**src/rtl/iebm_pkg.sv**
```systemverilog
// ----------------------------------------------------------------------------
// iebm_pkg: shared types and sequence tables for the EEPROM byte master
// Request codes, queue entry and result layouts, micro-op codes and the
// read and write sequence programmes.
// ----------------------------------------------------------------------------
package iebm_pkg;

  localparam int QUEUE_DEPTH = 2;
  localparam int STEP_W      = 6;
  localparam int WAIT_W      = 20;
  localparam int DEV_W       = 7;
  localparam int CFG_INDEX_W = 1;
  localparam int CFG_DATA_W  = 20;

  localparam logic [DEV_W-1:0]  DEVICE_ADDRESS_RESET = 7'd80;
  localparam logic [WAIT_W-1:0] WRITE_WAIT_RESET     = 20'd5000;

  // Operation field codes
  localparam logic [1:0] OPC_TICK  = 2'd0;
  localparam logic [1:0] OPC_READ  = 2'd1;
  localparam logic [1:0] OPC_WRITE = 2'd2;

  typedef enum logic [CFG_INDEX_W-1:0] {
    REG_DEVICE_ADDRESS = 1'b0,
    REG_WRITE_WAIT     = 1'b1
  } cfg_reg_t;

  typedef enum logic [1:0] {
    KIND_TICK  = 2'd0,
    KIND_READ  = 2'd1,
    KIND_WRITE = 2'd2
  } kind_t;

  typedef struct packed {
    kind_t       kind;
    logic [15:0] mem_address;
    logic [7:0]  write_byte;
    logic        sda_in;
  } item_t;

  typedef struct packed {
    logic       scl;
    logic       sda;
    logic       busy;
    logic       done;
    logic [7:0] read_byte;
    logic       nack;
    logic       dropped;
  } result_t;

  typedef enum logic [3:0] {
    OP_SCL0   = 4'd0,
    OP_SCL1   = 4'd1,
    OP_SDA0   = 4'd2,
    OP_SDA1   = 4'd3,
    OP_LOAD   = 4'd4,
    OP_SBIT   = 4'd5,
    OP_NEXT   = 4'd6,
    OP_ACK    = 4'd7,
    OP_RCLR   = 4'd8,
    OP_RHI    = 4'd9,
    OP_RLO    = 4'd10,
    OP_STOPR  = 4'd11,
    OP_STOPW  = 4'd12,
    OP_WAIT   = 4'd13,
    OP_START0 = 4'd14,
    OP_HALT   = 4'd15
  } op_t;

  typedef enum logic [2:0] {
    SRC_DEVW = 3'd0,
    SRC_DEVR = 3'd1,
    SRC_AHI  = 3'd2,
    SRC_ALO  = 3'd3,
    SRC_DATA = 3'd4
  } src_t;

  typedef struct packed {
    op_t  op;
    src_t src;
  } micro_t;

  function automatic micro_t mk(input op_t op, input src_t src);
    micro_t m;
    m.op  = op;
    m.src = src;
    return m;
  endfunction

  // Read programme, indexed by step - 1
  function automatic micro_t read_rom(input logic [STEP_W-1:0] idx);
    micro_t m;
    unique case (idx)
      6'd0, 6'd26, 6'd45:                              m = mk(OP_START0, SRC_DEVW);
      6'd1, 6'd9, 6'd16, 6'd23, 6'd27, 6'd35, 6'd41:   m = mk(OP_SDA1, SRC_DEVW);
      6'd2, 6'd7, 6'd14, 6'd21, 6'd28, 6'd33, 6'd42,
      6'd44, 6'd47:                                    m = mk(OP_SCL1, SRC_DEVW);
      6'd3, 6'd29, 6'd46:                              m = mk(OP_SDA0, SRC_DEVW);
      6'd4, 6'd11, 6'd18, 6'd25, 6'd30, 6'd37, 6'd43:  m = mk(OP_SCL0, SRC_DEVW);
      6'd5:                                            m = mk(OP_LOAD, SRC_DEVW);
      6'd12:                                           m = mk(OP_LOAD, SRC_AHI);
      6'd19:                                           m = mk(OP_LOAD, SRC_ALO);
      6'd31:                                           m = mk(OP_LOAD, SRC_DEVR);
      6'd6, 6'd13, 6'd20, 6'd32:                       m = mk(OP_SBIT, SRC_DEVW);
      6'd8, 6'd15, 6'd22, 6'd34:                       m = mk(OP_NEXT, SRC_DEVW);
      6'd10, 6'd17, 6'd24, 6'd36:                      m = mk(OP_ACK, SRC_DEVW);
      6'd38:                                           m = mk(OP_RCLR, SRC_DEVW);
      6'd39:                                           m = mk(OP_RHI, SRC_DEVW);
      6'd40:                                           m = mk(OP_RLO, SRC_DEVW);
      6'd48:                                           m = mk(OP_STOPR, SRC_DEVW);
      default:                                         m = mk(OP_HALT, SRC_DEVW);
    endcase
    return m;
  endfunction

  // Write programme, indexed by step - 1
  function automatic micro_t write_rom(input logic [STEP_W-1:0] idx);
    micro_t m;
    unique case (idx)
      6'd0, 6'd33:                                     m = mk(OP_START0, SRC_DEVW);
      6'd1, 6'd9, 6'd16, 6'd23, 6'd30:                 m = mk(OP_SDA1, SRC_DEVW);
      6'd2, 6'd7, 6'd14, 6'd21, 6'd28, 6'd35:          m = mk(OP_SCL1, SRC_DEVW);
      6'd3, 6'd34:                                     m = mk(OP_SDA0, SRC_DEVW);
      6'd4, 6'd11, 6'd18, 6'd25, 6'd32:                m = mk(OP_SCL0, SRC_DEVW);
      6'd5:                                            m = mk(OP_LOAD, SRC_DEVW);
      6'd12:                                           m = mk(OP_LOAD, SRC_AHI);
      6'd19:                                           m = mk(OP_LOAD, SRC_ALO);
      6'd26:                                           m = mk(OP_LOAD, SRC_DATA);
      6'd6, 6'd13, 6'd20, 6'd27:                       m = mk(OP_SBIT, SRC_DEVW);
      6'd8, 6'd15, 6'd22, 6'd29:                       m = mk(OP_NEXT, SRC_DEVW);
      6'd10, 6'd17, 6'd24, 6'd31:                      m = mk(OP_ACK, SRC_DEVW);
      6'd36:                                           m = mk(OP_STOPW, SRC_DEVW);
      6'd37:                                           m = mk(OP_WAIT, SRC_DEVW);
      default:                                         m = mk(OP_HALT, SRC_DEVW);
    endcase
    return m;
  endfunction

  function automatic logic [7:0] load_value(input src_t src,
                                            input logic [DEV_W-1:0] dev,
                                            input logic [15:0] addr,
                                            input logic [7:0] data);
    logic [7:0] v;
    unique case (src)
      SRC_DEVW: v = {dev, 1'b0};
      SRC_DEVR: v = {dev, 1'b1};
      SRC_AHI:  v = addr[15:8];
      SRC_ALO:  v = addr[7:0];
      default:  v = data;
    endcase
    return v;
  endfunction

endpackage

```
**src/rtl/i2c_eeprom_byte_master.sv**
```systemverilog
// ----------------------------------------------------------------------------
// i2c_eeprom_byte_master: bit-banged random read / byte write EEPROM master
// Top level joining the tick queue and the bus sequencer.
// ----------------------------------------------------------------------------
// Use: feed one input transaction per bus tick from a prescaler. The operation
// field asks for a read (1) or a write (2); any other code is a plain tick.
// A request is taken only while idle; one arriving while busy is dropped and
// flagged in request_dropped for that tick. Each tick yields exactly one
// output transaction carrying the SCL/SDA levels to drive, busy/done status,
// the last byte read and the acknowledge-failure flag.
// Timing: a tick's result passes through the queue and then the result register
// before it is offered on the output. One tick is taken per cycle while the
// queue has room; the sequencer carries out one pin action per tick, with
// zero-time actions folding into the action that follows.
// Stall: when the receiver holds out_stall, the result register holds, the
// sequencer stops and the two-entry queue fills; in_stall rises once full.
// Configuration: cfg_index 0 is the device address, 1 the post-write wait;
// writes are always taken (cfg_ready high) and must only happen while idle.
// Reset: both lines released high, sequencer idle, registers at defaults.
// ----------------------------------------------------------------------------
module i2c_eeprom_byte_master #(
  parameter int QueueDepth = iebm_pkg::QUEUE_DEPTH
) (
  input  logic                             clk,
  input  logic                             rst,
  input  logic                             in_valid,
  output logic                             in_stall,
  input  logic [1:0]                       operation,
  input  logic [15:0]                      mem_address,
  input  logic [7:0]                       write_byte,
  input  logic                             sda_in,
  output logic                             out_valid,
  input  logic                             out_stall,
  output logic                             scl_out,
  output logic                             sda_out,
  output logic                             busy_res,
  output logic                             done_res,
  output logic [7:0]                       read_byte,
  output logic                             nack_seen,
  output logic                             request_dropped,
  input  logic                             cfg_valid,
  output logic                             cfg_ready,
  input  logic [iebm_pkg::CFG_INDEX_W-1:0] cfg_index,
  input  logic [iebm_pkg::CFG_DATA_W-1:0]  cfg_data
);

  iebm_pkg::item_t   item;
  logic              item_valid;
  logic              item_pop;
  iebm_pkg::result_t res;

  // Register writes never wait
  assign cfg_ready = 1'b1;

  iebm_front #(
    .QueueDepth (QueueDepth)
  ) u_front (
    .clk         (clk),
    .rst         (rst),
    .in_valid    (in_valid),
    .in_stall    (in_stall),
    .operation   (operation),
    .mem_address (mem_address),
    .write_byte  (write_byte),
    .sda_in      (sda_in),
    .item_valid  (item_valid),
    .item        (item),
    .item_pop    (item_pop)
  );

  iebm_back u_back (
    .clk        (clk),
    .rst        (rst),
    .item_valid (item_valid),
    .item       (item),
    .item_pop   (item_pop),
    .cfg_write  (cfg_valid && cfg_ready),
    .cfg_index  (cfg_index),
    .cfg_data   (cfg_data),
    .res_valid  (out_valid),
    .res        (res),
    .res_stall  (out_stall)
  );

  // Unpack the registered result onto the output fields
  assign scl_out         = res.scl;
  assign sda_out         = res.sda;
  assign busy_res        = res.busy;
  assign done_res        = res.done;
  assign read_byte       = res.read_byte;
  assign nack_seen       = res.nack;
  assign request_dropped = res.dropped;

endmodule

```
**src/rtl/iebm_front.sv**
```systemverilog
// ----------------------------------------------------------------------------
// iebm_front: request classifier and tick queue
// Decodes the operation field into a request kind and holds ticks in a short
// queue until the sequencer takes them.
// ----------------------------------------------------------------------------
module iebm_front #(
  parameter int QueueDepth = iebm_pkg::QUEUE_DEPTH
) (
  input  logic            clk,
  input  logic            rst,
  input  logic            in_valid,
  output logic            in_stall,
  input  logic [1:0]      operation,
  input  logic [15:0]     mem_address,
  input  logic [7:0]      write_byte,
  input  logic            sda_in,
  output logic            item_valid,
  output iebm_pkg::item_t item,
  input  logic            item_pop
);

  localparam int PtrW = $clog2(QueueDepth);
  localparam int CntW = $clog2(QueueDepth + 1);

  iebm_pkg::item_t entries [QueueDepth];
  logic [PtrW-1:0] wr_ptr;
  logic [PtrW-1:0] rd_ptr;
  logic [CntW-1:0] count;
  iebm_pkg::kind_t kind;
  logic            push;
  logic            pop;

  always_comb begin
    unique case (operation)
      iebm_pkg::OPC_READ:  kind = iebm_pkg::KIND_READ;
      iebm_pkg::OPC_WRITE: kind = iebm_pkg::KIND_WRITE;
      default:             kind = iebm_pkg::KIND_TICK;
    endcase
  end

  assign in_stall   = (count == CntW'(QueueDepth));
  assign item_valid = (count != '0);
  assign item       = entries[rd_ptr];
  assign push       = in_valid && !in_stall;
  assign pop        = item_pop && item_valid;

  always_ff @(posedge clk) begin
    if (push) begin
      entries[wr_ptr] <= '{kind: kind, mem_address: mem_address,
                           write_byte: write_byte, sda_in: sda_in};
    end
  end

  always_ff @(posedge clk) begin
    if (rst) begin
      wr_ptr <= '0;
      rd_ptr <= '0;
      count  <= '0;
    end else begin
      if (push) begin
        wr_ptr <= (wr_ptr == PtrW'(QueueDepth - 1)) ? '0 : wr_ptr + 1'b1;
      end
      if (pop) begin
        rd_ptr <= (rd_ptr == PtrW'(QueueDepth - 1)) ? '0 : rd_ptr + 1'b1;
      end
      if (push && !pop) begin
        count <= count + 1'b1;
      end else if (pop && !push) begin
        count <= count - 1'b1;
      end
    end
  end

endmodule

```
**src/rtl/iebm_back.sv**
```systemverilog
// ----------------------------------------------------------------------------
// iebm_back: bus sequencer and result register
// Runs the read or write programme one pin action per tick, zero-time actions
// folding into the next, and registers the pin levels and status of that tick.
// ----------------------------------------------------------------------------
module iebm_back (
  input  logic                                clk,
  input  logic                                rst,
  input  logic                                item_valid,
  input  iebm_pkg::item_t                     item,
  output logic                                item_pop,
  input  logic                                cfg_write,
  input  logic [iebm_pkg::CFG_INDEX_W-1:0]    cfg_index,
  input  logic [iebm_pkg::CFG_DATA_W-1:0]     cfg_data,
  output logic                                res_valid,
  output iebm_pkg::result_t                   res,
  input  logic                                res_stall
);

  logic [iebm_pkg::DEV_W-1:0]  device_address;
  logic [iebm_pkg::WAIT_W-1:0] write_wait_ticks;

  logic [iebm_pkg::STEP_W-1:0] step, step_next;
  logic [3:0]                  bit_cnt, bit_cnt_next;
  logic [7:0]                  shift_byte, shift_byte_next;
  logic [15:0]                 held_address, held_address_next;
  logic [7:0]                  held_data, held_data_next;
  logic                        is_write, is_write_next;
  logic                        scl_level, scl_level_next;
  logic                        sda_level, sda_level_next;
  logic [iebm_pkg::WAIT_W-1:0] wait_count, wait_count_next;
  logic                        nack_flag, nack_flag_next;
  logic [7:0]                  last_read, last_read_next;

  logic busy, done, dropped, is_req;
  iebm_pkg::micro_t cur, ahead;
  logic [iebm_pkg::STEP_W-1:0] s;
  logic [7:0] ld;
  logic [3:0] bit_inc;

  assign item_pop = item_valid && (!res_valid || !res_stall);
  assign is_req   = (item.kind != iebm_pkg::KIND_TICK);

  always_comb begin
    step_next         = step;
    bit_cnt_next      = bit_cnt;
    shift_byte_next   = shift_byte;
    held_address_next = held_address;
    held_data_next    = held_data;
    is_write_next     = is_write;
    scl_level_next    = scl_level;
    sda_level_next    = sda_level;
    wait_count_next   = wait_count;
    nack_flag_next    = nack_flag;
    last_read_next    = last_read;
    busy              = 1'b0;
    done              = 1'b0;
    dropped           = 1'b0;
    cur               = iebm_pkg::mk(iebm_pkg::OP_HALT, iebm_pkg::SRC_DEVW);
    ahead             = iebm_pkg::mk(iebm_pkg::OP_HALT, iebm_pkg::SRC_DEVW);
    s                 = '0;
    ld                = '0;
    bit_inc           = '0;

    // Take a request only from idle
    if (step == '0) begin
      if (is_req) begin
        held_address_next = item.mem_address;
        held_data_next    = item.write_byte;
        is_write_next     = (item.kind == iebm_pkg::KIND_WRITE);
        nack_flag_next    = 1'b0;
        bit_cnt_next      = '0;
        shift_byte_next   = '0;
        wait_count_next   = '0;
        step_next         = iebm_pkg::STEP_W'(1);
      end
    end else if (is_req) begin
      dropped = 1'b1;
    end

    if (step_next != '0) begin
      busy    = 1'b1;
      s       = step_next;
      cur     = is_write_next ? iebm_pkg::write_rom(s - 1'b1) : iebm_pkg::read_rom(s - 1'b1);
      ahead   = is_write_next ? iebm_pkg::write_rom(s) : iebm_pkg::read_rom(s);
      ld      = iebm_pkg::load_value(cur.src, device_address, held_address_next,
                                     held_data_next);
      bit_inc = bit_cnt_next + 1'b1;
      unique case (cur.op)
        iebm_pkg::OP_START0: begin
          if (scl_level) begin
            scl_level_next = 1'b0;
            step_next      = s + 1'b1;
          end else begin
            // fall through into the following data-line action
            sda_level_next = (ahead.op != iebm_pkg::OP_SDA0);
            step_next      = s + 2'd2;
          end
        end
        iebm_pkg::OP_LOAD: begin
          shift_byte_next = ld;
          bit_cnt_next    = '0;
          sda_level_next  = ld[7];
          step_next       = s + 2'd2;
        end
        iebm_pkg::OP_RCLR: begin
          scl_level_next  = 1'b1;
          shift_byte_next = {7'd0, item.sda_in};
          bit_cnt_next    = '0;
          step_next       = s + 2'd2;
        end
        iebm_pkg::OP_SCL0: begin
          scl_level_next = 1'b0;
          step_next      = s + 1'b1;
        end
        iebm_pkg::OP_SCL1: begin
          scl_level_next = 1'b1;
          step_next      = s + 1'b1;
        end
        iebm_pkg::OP_SDA0: begin
          sda_level_next = 1'b0;
          step_next      = s + 1'b1;
        end
        iebm_pkg::OP_SDA1: begin
          sda_level_next = 1'b1;
          step_next      = s + 1'b1;
        end
        iebm_pkg::OP_SBIT: begin
          sda_level_next = shift_byte_next[7];
          step_next      = s + 1'b1;
        end
        iebm_pkg::OP_NEXT: begin
          scl_level_next  = 1'b0;
          shift_byte_next = {shift_byte_next[6:0], 1'b0};
          bit_cnt_next    = bit_inc;
          step_next       = (bit_inc < 4'd8) ? s - 2'd2 : s + 1'b1;
        end
        iebm_pkg::OP_ACK: begin
          scl_level_next = 1'b1;
          if (item.sda_in) begin
            nack_flag_next = 1'b1;
          end
          step_next = s + 1'b1;
        end
        iebm_pkg::OP_RHI: begin
          scl_level_next  = 1'b1;
          shift_byte_next = {shift_byte_next[6:0], item.sda_in};
          step_next       = s + 1'b1;
        end
        iebm_pkg::OP_RLO: begin
          scl_level_next = 1'b0;
          bit_cnt_next   = bit_inc;
          step_next      = (bit_inc < 4'd8) ? s - 1'b1 : s + 1'b1;
        end
        iebm_pkg::OP_STOPR: begin
          sda_level_next = 1'b1;
          last_read_next = shift_byte_next;
          step_next      = '0;
          done           = 1'b1;
        end
        iebm_pkg::OP_STOPW: begin
          sda_level_next  = 1'b1;
          wait_count_next = write_wait_ticks;
          if (write_wait_ticks == '0) begin
            step_next = '0;
            done      = 1'b1;
          end else begin
            step_next = s + 1'b1;
          end
        end
        iebm_pkg::OP_WAIT: begin
          if (wait_count_next > iebm_pkg::WAIT_W'(1)) begin
            wait_count_next = wait_count_next - 1'b1;
          end else begin
            wait_count_next = '0;
            step_next       = '0;
            done            = 1'b1;
          end
        end
        default: begin
          step_next = '0;
        end
      endcase
    end
  end

  always_ff @(posedge clk) begin
    if (rst) begin
      device_address   <= iebm_pkg::DEVICE_ADDRESS_RESET;
      write_wait_ticks <= iebm_pkg::WRITE_WAIT_RESET;
    end else if (cfg_write) begin
      unique case (iebm_pkg::cfg_reg_t'(cfg_index))
        iebm_pkg::REG_DEVICE_ADDRESS: device_address <= cfg_data[iebm_pkg::DEV_W-1:0];
        iebm_pkg::REG_WRITE_WAIT:     write_wait_ticks <= cfg_data;
        default: ;
      endcase
    end
  end

  always_ff @(posedge clk) begin
    if (rst) begin
      step         <= '0;
      bit_cnt      <= '0;
      shift_byte   <= '0;
      held_address <= '0;
      held_data    <= '0;
      is_write     <= 1'b0;
      scl_level    <= 1'b1;
      sda_level    <= 1'b1;
      wait_count   <= '0;
      nack_flag    <= 1'b0;
      last_read    <= '0;
      res_valid    <= 1'b0;
    end else begin
      if (item_pop) begin
        step         <= step_next;
        bit_cnt      <= bit_cnt_next;
        shift_byte   <= shift_byte_next;
        held_address <= held_address_next;
        held_data    <= held_data_next;
        is_write     <= is_write_next;
        scl_level    <= scl_level_next;
        sda_level    <= sda_level_next;
        wait_count   <= wait_count_next;
        nack_flag    <= nack_flag_next;
        last_read    <= last_read_next;
        res_valid    <= 1'b1;
      end else if (!res_stall) begin
        res_valid <= 1'b0;
      end
    end
  end

  always_ff @(posedge clk) begin
    if (item_pop) begin
      res <= '{scl: scl_level_next, sda: sda_level_next, busy: busy, done: done,
               read_byte: last_read_next, nack: nack_flag_next, dropped: dropped};
    end
  end

endmodule

```
**config.mk**
```make
export PLATFORM = sky130hd
export DESIGN_NAME = i2c_eeprom_byte_master
export DESIGN_NICKNAME = d
export VERILOG_FILES = /design/src/rtl/iebm_pkg.sv /design/src/rtl/i2c_eeprom_byte_master.sv /design/src/rtl/iebm_front.sv /design/src/rtl/iebm_back.sv
export SDC_FILE = /design/constraint.sdc
export NUM_CORES = 1
export LEC_CHECK = 0
export ABC_AREA = 1
export BUFFER_PORTS_ARGS = -buffer_cell sky130_fd_sc_hd__buf_2
export CAP_MARGIN = 20
export CORE_MARGIN = 3
export CORE_UTILIZATION = 50
export DETAILED_ROUTE_END_ITERATION = 8
export HOLD_SLACK_MARGIN = 0.12
export MAX_ROUTING_LAYER = met4
export PLACE_DENSITY = 0.68
export SETUP_SLACK_MARGIN = 0.3
export SLEW_MARGIN = 20
export SYNTH_ARGS = -nofsm -noshare
export SYNTH_HDL_FRONTEND = slang
export SYNTH_SLANG_ARGS = --single-unit
export TNS_END_PERCENT = 10
```
**constraint.sdc**
```tcl
create_clock -name clk -period 5.16 [get_ports clk]
set_clock_uncertainty 0.2 [all_clocks]
set_input_delay 0.774 -clock clk [delete_from_list [all_inputs] [get_ports clk]]
set_output_delay 0.774 -clock clk [all_outputs]
set_load 0.02 [all_outputs]
```
==> Word-level counts from Yosys, hierarchy flattened <==
Memories as Yosys holds them, arrays and structs flattened. A register that Yosys moved wholly into a read port is not among the register bits.
Cells that the tools add are included.
{ "word_totals": {"mem_bits_rw": 54, "rom_bits": 1664, "elab_cells": 155, "latch_bits": 0, "memories": 5, "reg_bits": 120, "in_bits": 53, "out_inout_bits": 17} }
{ "memory_table": {"columns": ["name", "words", "width", "rd", "rd_clocked_by_memory_dff", "write_ports", "line_no", "source"], "rows": [
  ["(no name shown)", 64, 7, 1, 0, 0, "iebm_pkg.sv:119", "unique case (idx)"],
  ["(no name shown)", 64, 7, 1, 0, 0, "iebm_pkg.sv:119", null],
  ["(no name shown)", 64, 6, 1, 0, 0, "iebm_pkg.sv:93", "unique case (idx)"],
  ["(no name shown)", 64, 6, 1, 0, 0, "iebm_pkg.sv:93", null],
  ["u_front.entries", 2, 27, 1, 1, 1, "iebm_front.sv:25", "iebm_pkg::item_t entries [QueueDepth];"]
]} }
{ "classes": {"eq_ne": 23, "order_cmp": 2, "addsub": 10, "shift": 0, "n_reduce_logical": 27, "muxes": 63, "mul": 0, "bitwise": 1, "div_mod_pow": 0} }
{ "op_table": {"columns": ["op", "n"], "rows": [
  ["$mux 20", 4],
  ["$pmux 8 s4", 2],
  ["$mux 8", 7],
  ["$mux 6", 8],
  ["$mux 7", 6],
  ["$pmux 6 s7", 1],
  ["$pmux 20 s2", 1],
  ["$mux 16", 2],
  ["$eq 4x4->1 const B", 7],
  ["$mux 1", 22],
  ["$gt 20x1->1 const B", 1],
  ["$logic_not 20->1", 1],
  ["$sub 20x1->20 const B", 1],
  ["$eq 4x3->1 const B", 4],
  ["$mux 4", 3],
  ["$eq 4x2->1 const B", 2],
  ["$pmux 4 s2", 1],
  ["$reduce_or 4->1", 2],
  ["$reduce_or 7->1", 1],
  ["$add 6x1->6 const B", 1],
  ["$add 6x2->6 const B", 1],
  ["$eq 2x2->1 const B", 3],
  ["$eq 3x2->1 const B", 2],
  ["$logic_not 6->1", 1],
  ["28 further kinds", 42]
]} }

==> Longest topological paths before layout <==
An unclocked memory read counts as a cell.
{ "logic_depth": {"depth_word": 11, "depth_mapped": 30} }

==> Hierarchy <==
From an unflattened synthesis, not the netlist that was laid out.
{ "unflattened": {"hier_cells": 1419, "area_unflattened_um2": 10333.7} }
{ "by_module_without_submodules": {"columns": ["module", "instances", "cells_per_inst", "seq_area_each_um2", "area_each_um2"], "rows": [
  ["iebm_back", 1, 1292, 2462.4, 8011.4],
  ["iebm_front", 1, 125, 1721.7, 2311.0],
  ["i2c_eeprom_byte_master", 1, 2, 0.0, 11.3]
]} }

==> Worst setup path before layout <==
No wires, ideal clock.
{ "synth_path": {"path_type": "flip-flop to flip-flop", "start": "register u_back.step[5] in the netlist's numbering", "end": "register, netlist name u_back.res[6]", "arrival_ns": 3.398, "setup_slack_ns": 1.299, "required_ns": 4.696, "n_path_buf": 3, "synth_period_minus_slack_ns": 3.861, "path_stages_with_launch": 25, "cell_sequence": "dfxtp_1 > buf_6 > nor2_4 > inv_2 > nor2_4 > nand2_4 > nand2_8 > inv_2 > ha_1 > ha_1 > clkbuf_1 > inv_1 > ha_1 > or2_2 > nand2_1 > nand2_1 > nand2_2 > inv_1 > nand3_2 > nand2_1 > inv_2 > nand2_4 > buf_4 > nand2_1 > o21ai_1"} }
{ "synth_via": {"elab_chain_cells": 9} }
{ "synth_rtl": {"columns": ["item", "line_no", "source"], "rows": [
  ["start, declared", "iebm_back.sv:23", "logic [iebm_pkg::STEP_W-1:0] step, step_next;"],
  ["start signal, assigned", "iebm_back.sv:216", "step <= step_next;"],
  ["$logic_not 6->1 / $mux 6 (equally long branches)", "iebm_back.sv:66, iebm_back.sv:67", null],
  ["$mux 6", "iebm_back.sv:66", "if (step == '0) begin"],
  ["$sub 6x1->6", "iebm_back.sv:84", "cur = is_write_next ? iebm_pkg::write_rom(s - 1'b1) : iebm_pkg::read_rom(s - 1'b1);"],
  ["$mem_v2 64x6 / $mem_v2 64x7 (equally long branches)", null, null],
  ["$mux 7", "iebm_back.sv:81", "if (step_next != '0) begin"],
  ["$mux 7", "iebm_back.sv:84", null],
  ["$eq 4x4->1", "iebm_back.sv:89", "unique case (cur.op)"],
  ["$mux 8", "iebm_back.sv:89", null],
  ["$mux 8 *", "iebm_back.sv:81", null],
  ["via u_back.last_read_next[4]", "iebm_back.sv:33", "logic [7:0] last_read, last_read_next;"]
]} }
The timed path passes the listed nets; every way through them passes the cells marked *. The select of a mux whose other input is x is not followed.
A chain may end at the register's enable or synchronous reset.

==> metrics.md <==
| Metric | Value |
|---|---|
| Outcome | completed |
| Vias/cell | 5.504 |
| Post-route ant nets | 0 |
| Crit Path Category | register to register |
| Hold WC Path Type | register to register |
| Tmin final | 4.505 ns |
| Register area | 0.004184 sq mm |
| Final slew viol count | 0 |
| Worst Path Required | between 5 and 6 ns |
| Netlist cell types | 52 |
| Critical Path Stages | 27 |
| Buf/Inv on CP | 5 |
| Critical path launch point type | register |
| First-pass GRT wire length | 47290 microns |
| Row cnt | 52 |
| Num CTS Buffers | 17 |
| Setup Viol. Count Final | 0 |
| Max incr delay on CP | roughly 0.40 ns |
| Core Footprint | between 0.02 and 0.025 sq mm |
| Seq cells post-synth | 175 |
| # diodes | 0 |
| Fmax | 222.0 MHz |
| M2 GR Usage | 40.62% |
| R2r endpoint | u_back.res[12] |
| Final Hold Viols | 0 |
| Slowest-stage cell, CP | dfxtp_1 |
| Max-slew headroom | 43.21% |
| RePlAce Congestion | just over 1 |
| Most common cell after layout, fill and taps aside | nand2_1 |
| Final worst-path cycle share | 87.31% |
| Final WL | 29540 microns |
| WL/cell | 16.20 microns |
| Worst skew pair latency | 0.44 ns |
| Die ar. | 0.02301 sq mm |
| CTS tree | done |
| Crit-path max FO | 18 |
| Flop2flop setup slack | roughly 0.65 ns |
| Num ports | 70 |
| Residual DRC | 0 |
| Gr usage total | between 20% and 30% |
| Drt initial violations | 846 |
| Pin count of the biggest net entering global routing | 62 |
| Mapped cell area | between 0.01 and 0.015 sq mm |
| Clock buffer depth | 2 |
| Number of global-route vias before repair | 9105 |
| Final Net Count | 1609 |
| Via count | 10030 |
| Initial core utilization | 51.62% |
| Register area share after synthesis | between 30% and 40% |
| CP endpoint | u_back.res[12] |
| CTS Root Cell | clkbuf_16 |
| Port Buf Inserts | 68 |
| Unrepaired setup endpoints after global routing | false |
| Initial antenna violation count | 0 |
| Syn_area_per_cell | approximately 7.0 sq um |
| Most used routing layer | met2 |
| Grt met1 use | between 30% and 40% |
| Post-route cell area | approximately 0.012 sq mm |
| Commonest non-fill, non-tap cells in the layout | nand2_1 (410), nor2_1 (184), inv_1 (150) |
| Cells after synthesis | approximately 1500 |
| Drt first pass iters | 5 |
| Max H-tree Level | 4 |
| Ys Warns | 0 |
| Syn Nets | 1576 |
| Die width | 151.7 microns |
| Chip height | roughly 150 microns |
| Layout cell share with drive strength beyond 1 | 13.20% |
| WP data arrival | 4.48 ns |
| Area of the multi-input gates | 0.005444 sq mm |
| R2r worst-path depth | 27 |
| Fillers | 1961 |
| Routing usage on met3 | approximately 5% |
| Most frequent cell on the critical path | nand2_1 |
| Worst slew pin tran | approximately 0.85 ns |
| Synth-to-Final Area Change | 10.53% |
| DP Area | 0.01108 sq mm |
| Final TNS setup | 0 ns |
| GRT Residual Overflow | 0 |
| Largest delay share family, worst path | simple AND/OR/NAND/NOR gates |
| Clock slew at reported path FFs | 0.07 ns |
| Dpl hpwl | between 20000 and 25000 microns |
| Clock sink count | around 180 |
| Crit path capture type | register |
| Maxcap violations | 0 |
-- state kept, by name, summed over array words and instances, names as in the netlist, 2 cells and up, named ones only --
register                 flops
u_back.held_address         16
u_back.res                  14
u_back.last_read             8
u_back.shift_byte            8
u_front.count                2
u_back.held_data             8
u_back.step                  6
u_back.write_wait_ticks     20
u_back.device_address        7
u_back.wait_count           20
u_front.entries             54
u_back.bit_cnt               4
-- timing repair --
| item | 4_1_cts | 5_1_grt |
|---|---|---|
| resized for setup | 0 | 4 |
| setup buffers | 0 | 0 |
| setup endpoints to repair | 0 | 20 |
| hold buffers | 0 | 0 |
-- logic make-up (layout without fill, tap and decap cells) --
logic type,Yosys count,after routing,share of synthesized area [%]
XOR/XNOR,23,23,1.898
flip-flops,175,175,39.42
AO/OA/AOI/OAI,259,259,14.09
multiplexers,9,9,0.8489
buffers and inverters,243,289,9.585
AND/OR/NAND/NOR,781,781,32.23
adder cells (fa/ha/maj),16,16,1.886
other,1,1,0.03534
-- cells in the mapped netlist, drive strengths merged --
| master | number | share of area, % |
|---|---|---|
| conb | 1 | 0.035 |
| o21bai | 1 | 0.071 |
| o22ai | 15 | 0.94 |
| xor2 | 15 | 1.2 |
| o221ai | 1 | 0.083 |
| o211ai | 27 | 2.1 |
| nand4 | 27 | 1.6 |
| buf | 27 | 1.9 |
| ha | 16 | 1.9 |
| a31o | 1 | 0.083 |
| xnor2 | 8 | 0.66 |
| nor3 | 7 | 0.38 |
| o31ai | 1 | 0.071 |
| a31oi | 18 | 1.1 |
| o311ai | 1 | 0.083 |
| edfxtp | 68 | 19 |
| clkbuf | 48 | 1.7 |
| nand3 | 97 | 4.8 |
| or2 | 6 | 0.35 |
| dfxtp | 107 | 20 |
| o21ai | 108 | 5.2 |
| nand2 | 432 | 16 |
| mux2i | 9 | 0.85 |
| nor2 | 203 | 8.2 |
| a211oi | 1 | 0.12 |
| clkinv | 3 | 0.11 |
| inv | 165 | 5.9 |
| nand3b | 2 | 0.14 |
| nor4 | 7 | 0.41 |
| o21a | 1 | 0.071 |
| a22oi | 1 | 0.071 |
| a21oi | 83 | 4.1 |
-- final cells by class --
class	count	area share [%]
sequential	175	35.67
timing repair buffer	89	4.245
tap	270	2.880
multi-input combinational	1089	46.41
inverter	168	5.419
clock inverter	15	1.749
clock buffer	17	3.627
-- metal layers --
| layer | vias to the layer above | part of all wire, % |
|---|---|---|
| met5 | - | 0 |
| met4 | 0 | 2.4 |
| met3 | 61 | 7.1 |
| met2 | 373 | 44 |
| met1 | 4613 | 46 |
| li1 | 4986 | - |
-- worst min-delay path by stage --
stage / start / slack, ns / cells past startpoint / to
after detailed placement: u_front.rd_ptr / 0.24 / 1 / register
final: u_front.rd_ptr / 0.26 / 1 / u_front.rd_ptr
after floorplan: u_front.rd_ptr / 0.23 / 1 / register
after global placement: u_front.rd_ptr / 0.24 / 1 / u_front.rd_ptr
after global routing: u_back.wait_count[12] / 0.28 / 2 / u_back.wait_count[12]
after CTS: u_front.rd_ptr / 0.25 / 1 / register
-- stage by stage --
step / worst slack [ns] / hold slack, ns / std cells / utilization [%]
2_1_floorplan: 1.299 / 0.2263 / 1507 / -
3_3_place_gp: 0.6102 / 0.2357 / 1791 / 53.91
3_5_place_dp: 0.5157 / 0.2447 / 1791 / 53.91
4_1_cts: 0.4681 / 0.2530 / 1823 / 56.97
5_1_grt: 0.3445 / 0.2821 / 1823 / 57.05
6_report: 0.6547 / 0.2570 / 1823 / 57.05
Power is not shown: default switching activity piles up to over one toggle a cycle in this logic, so the estimate is an artifact.
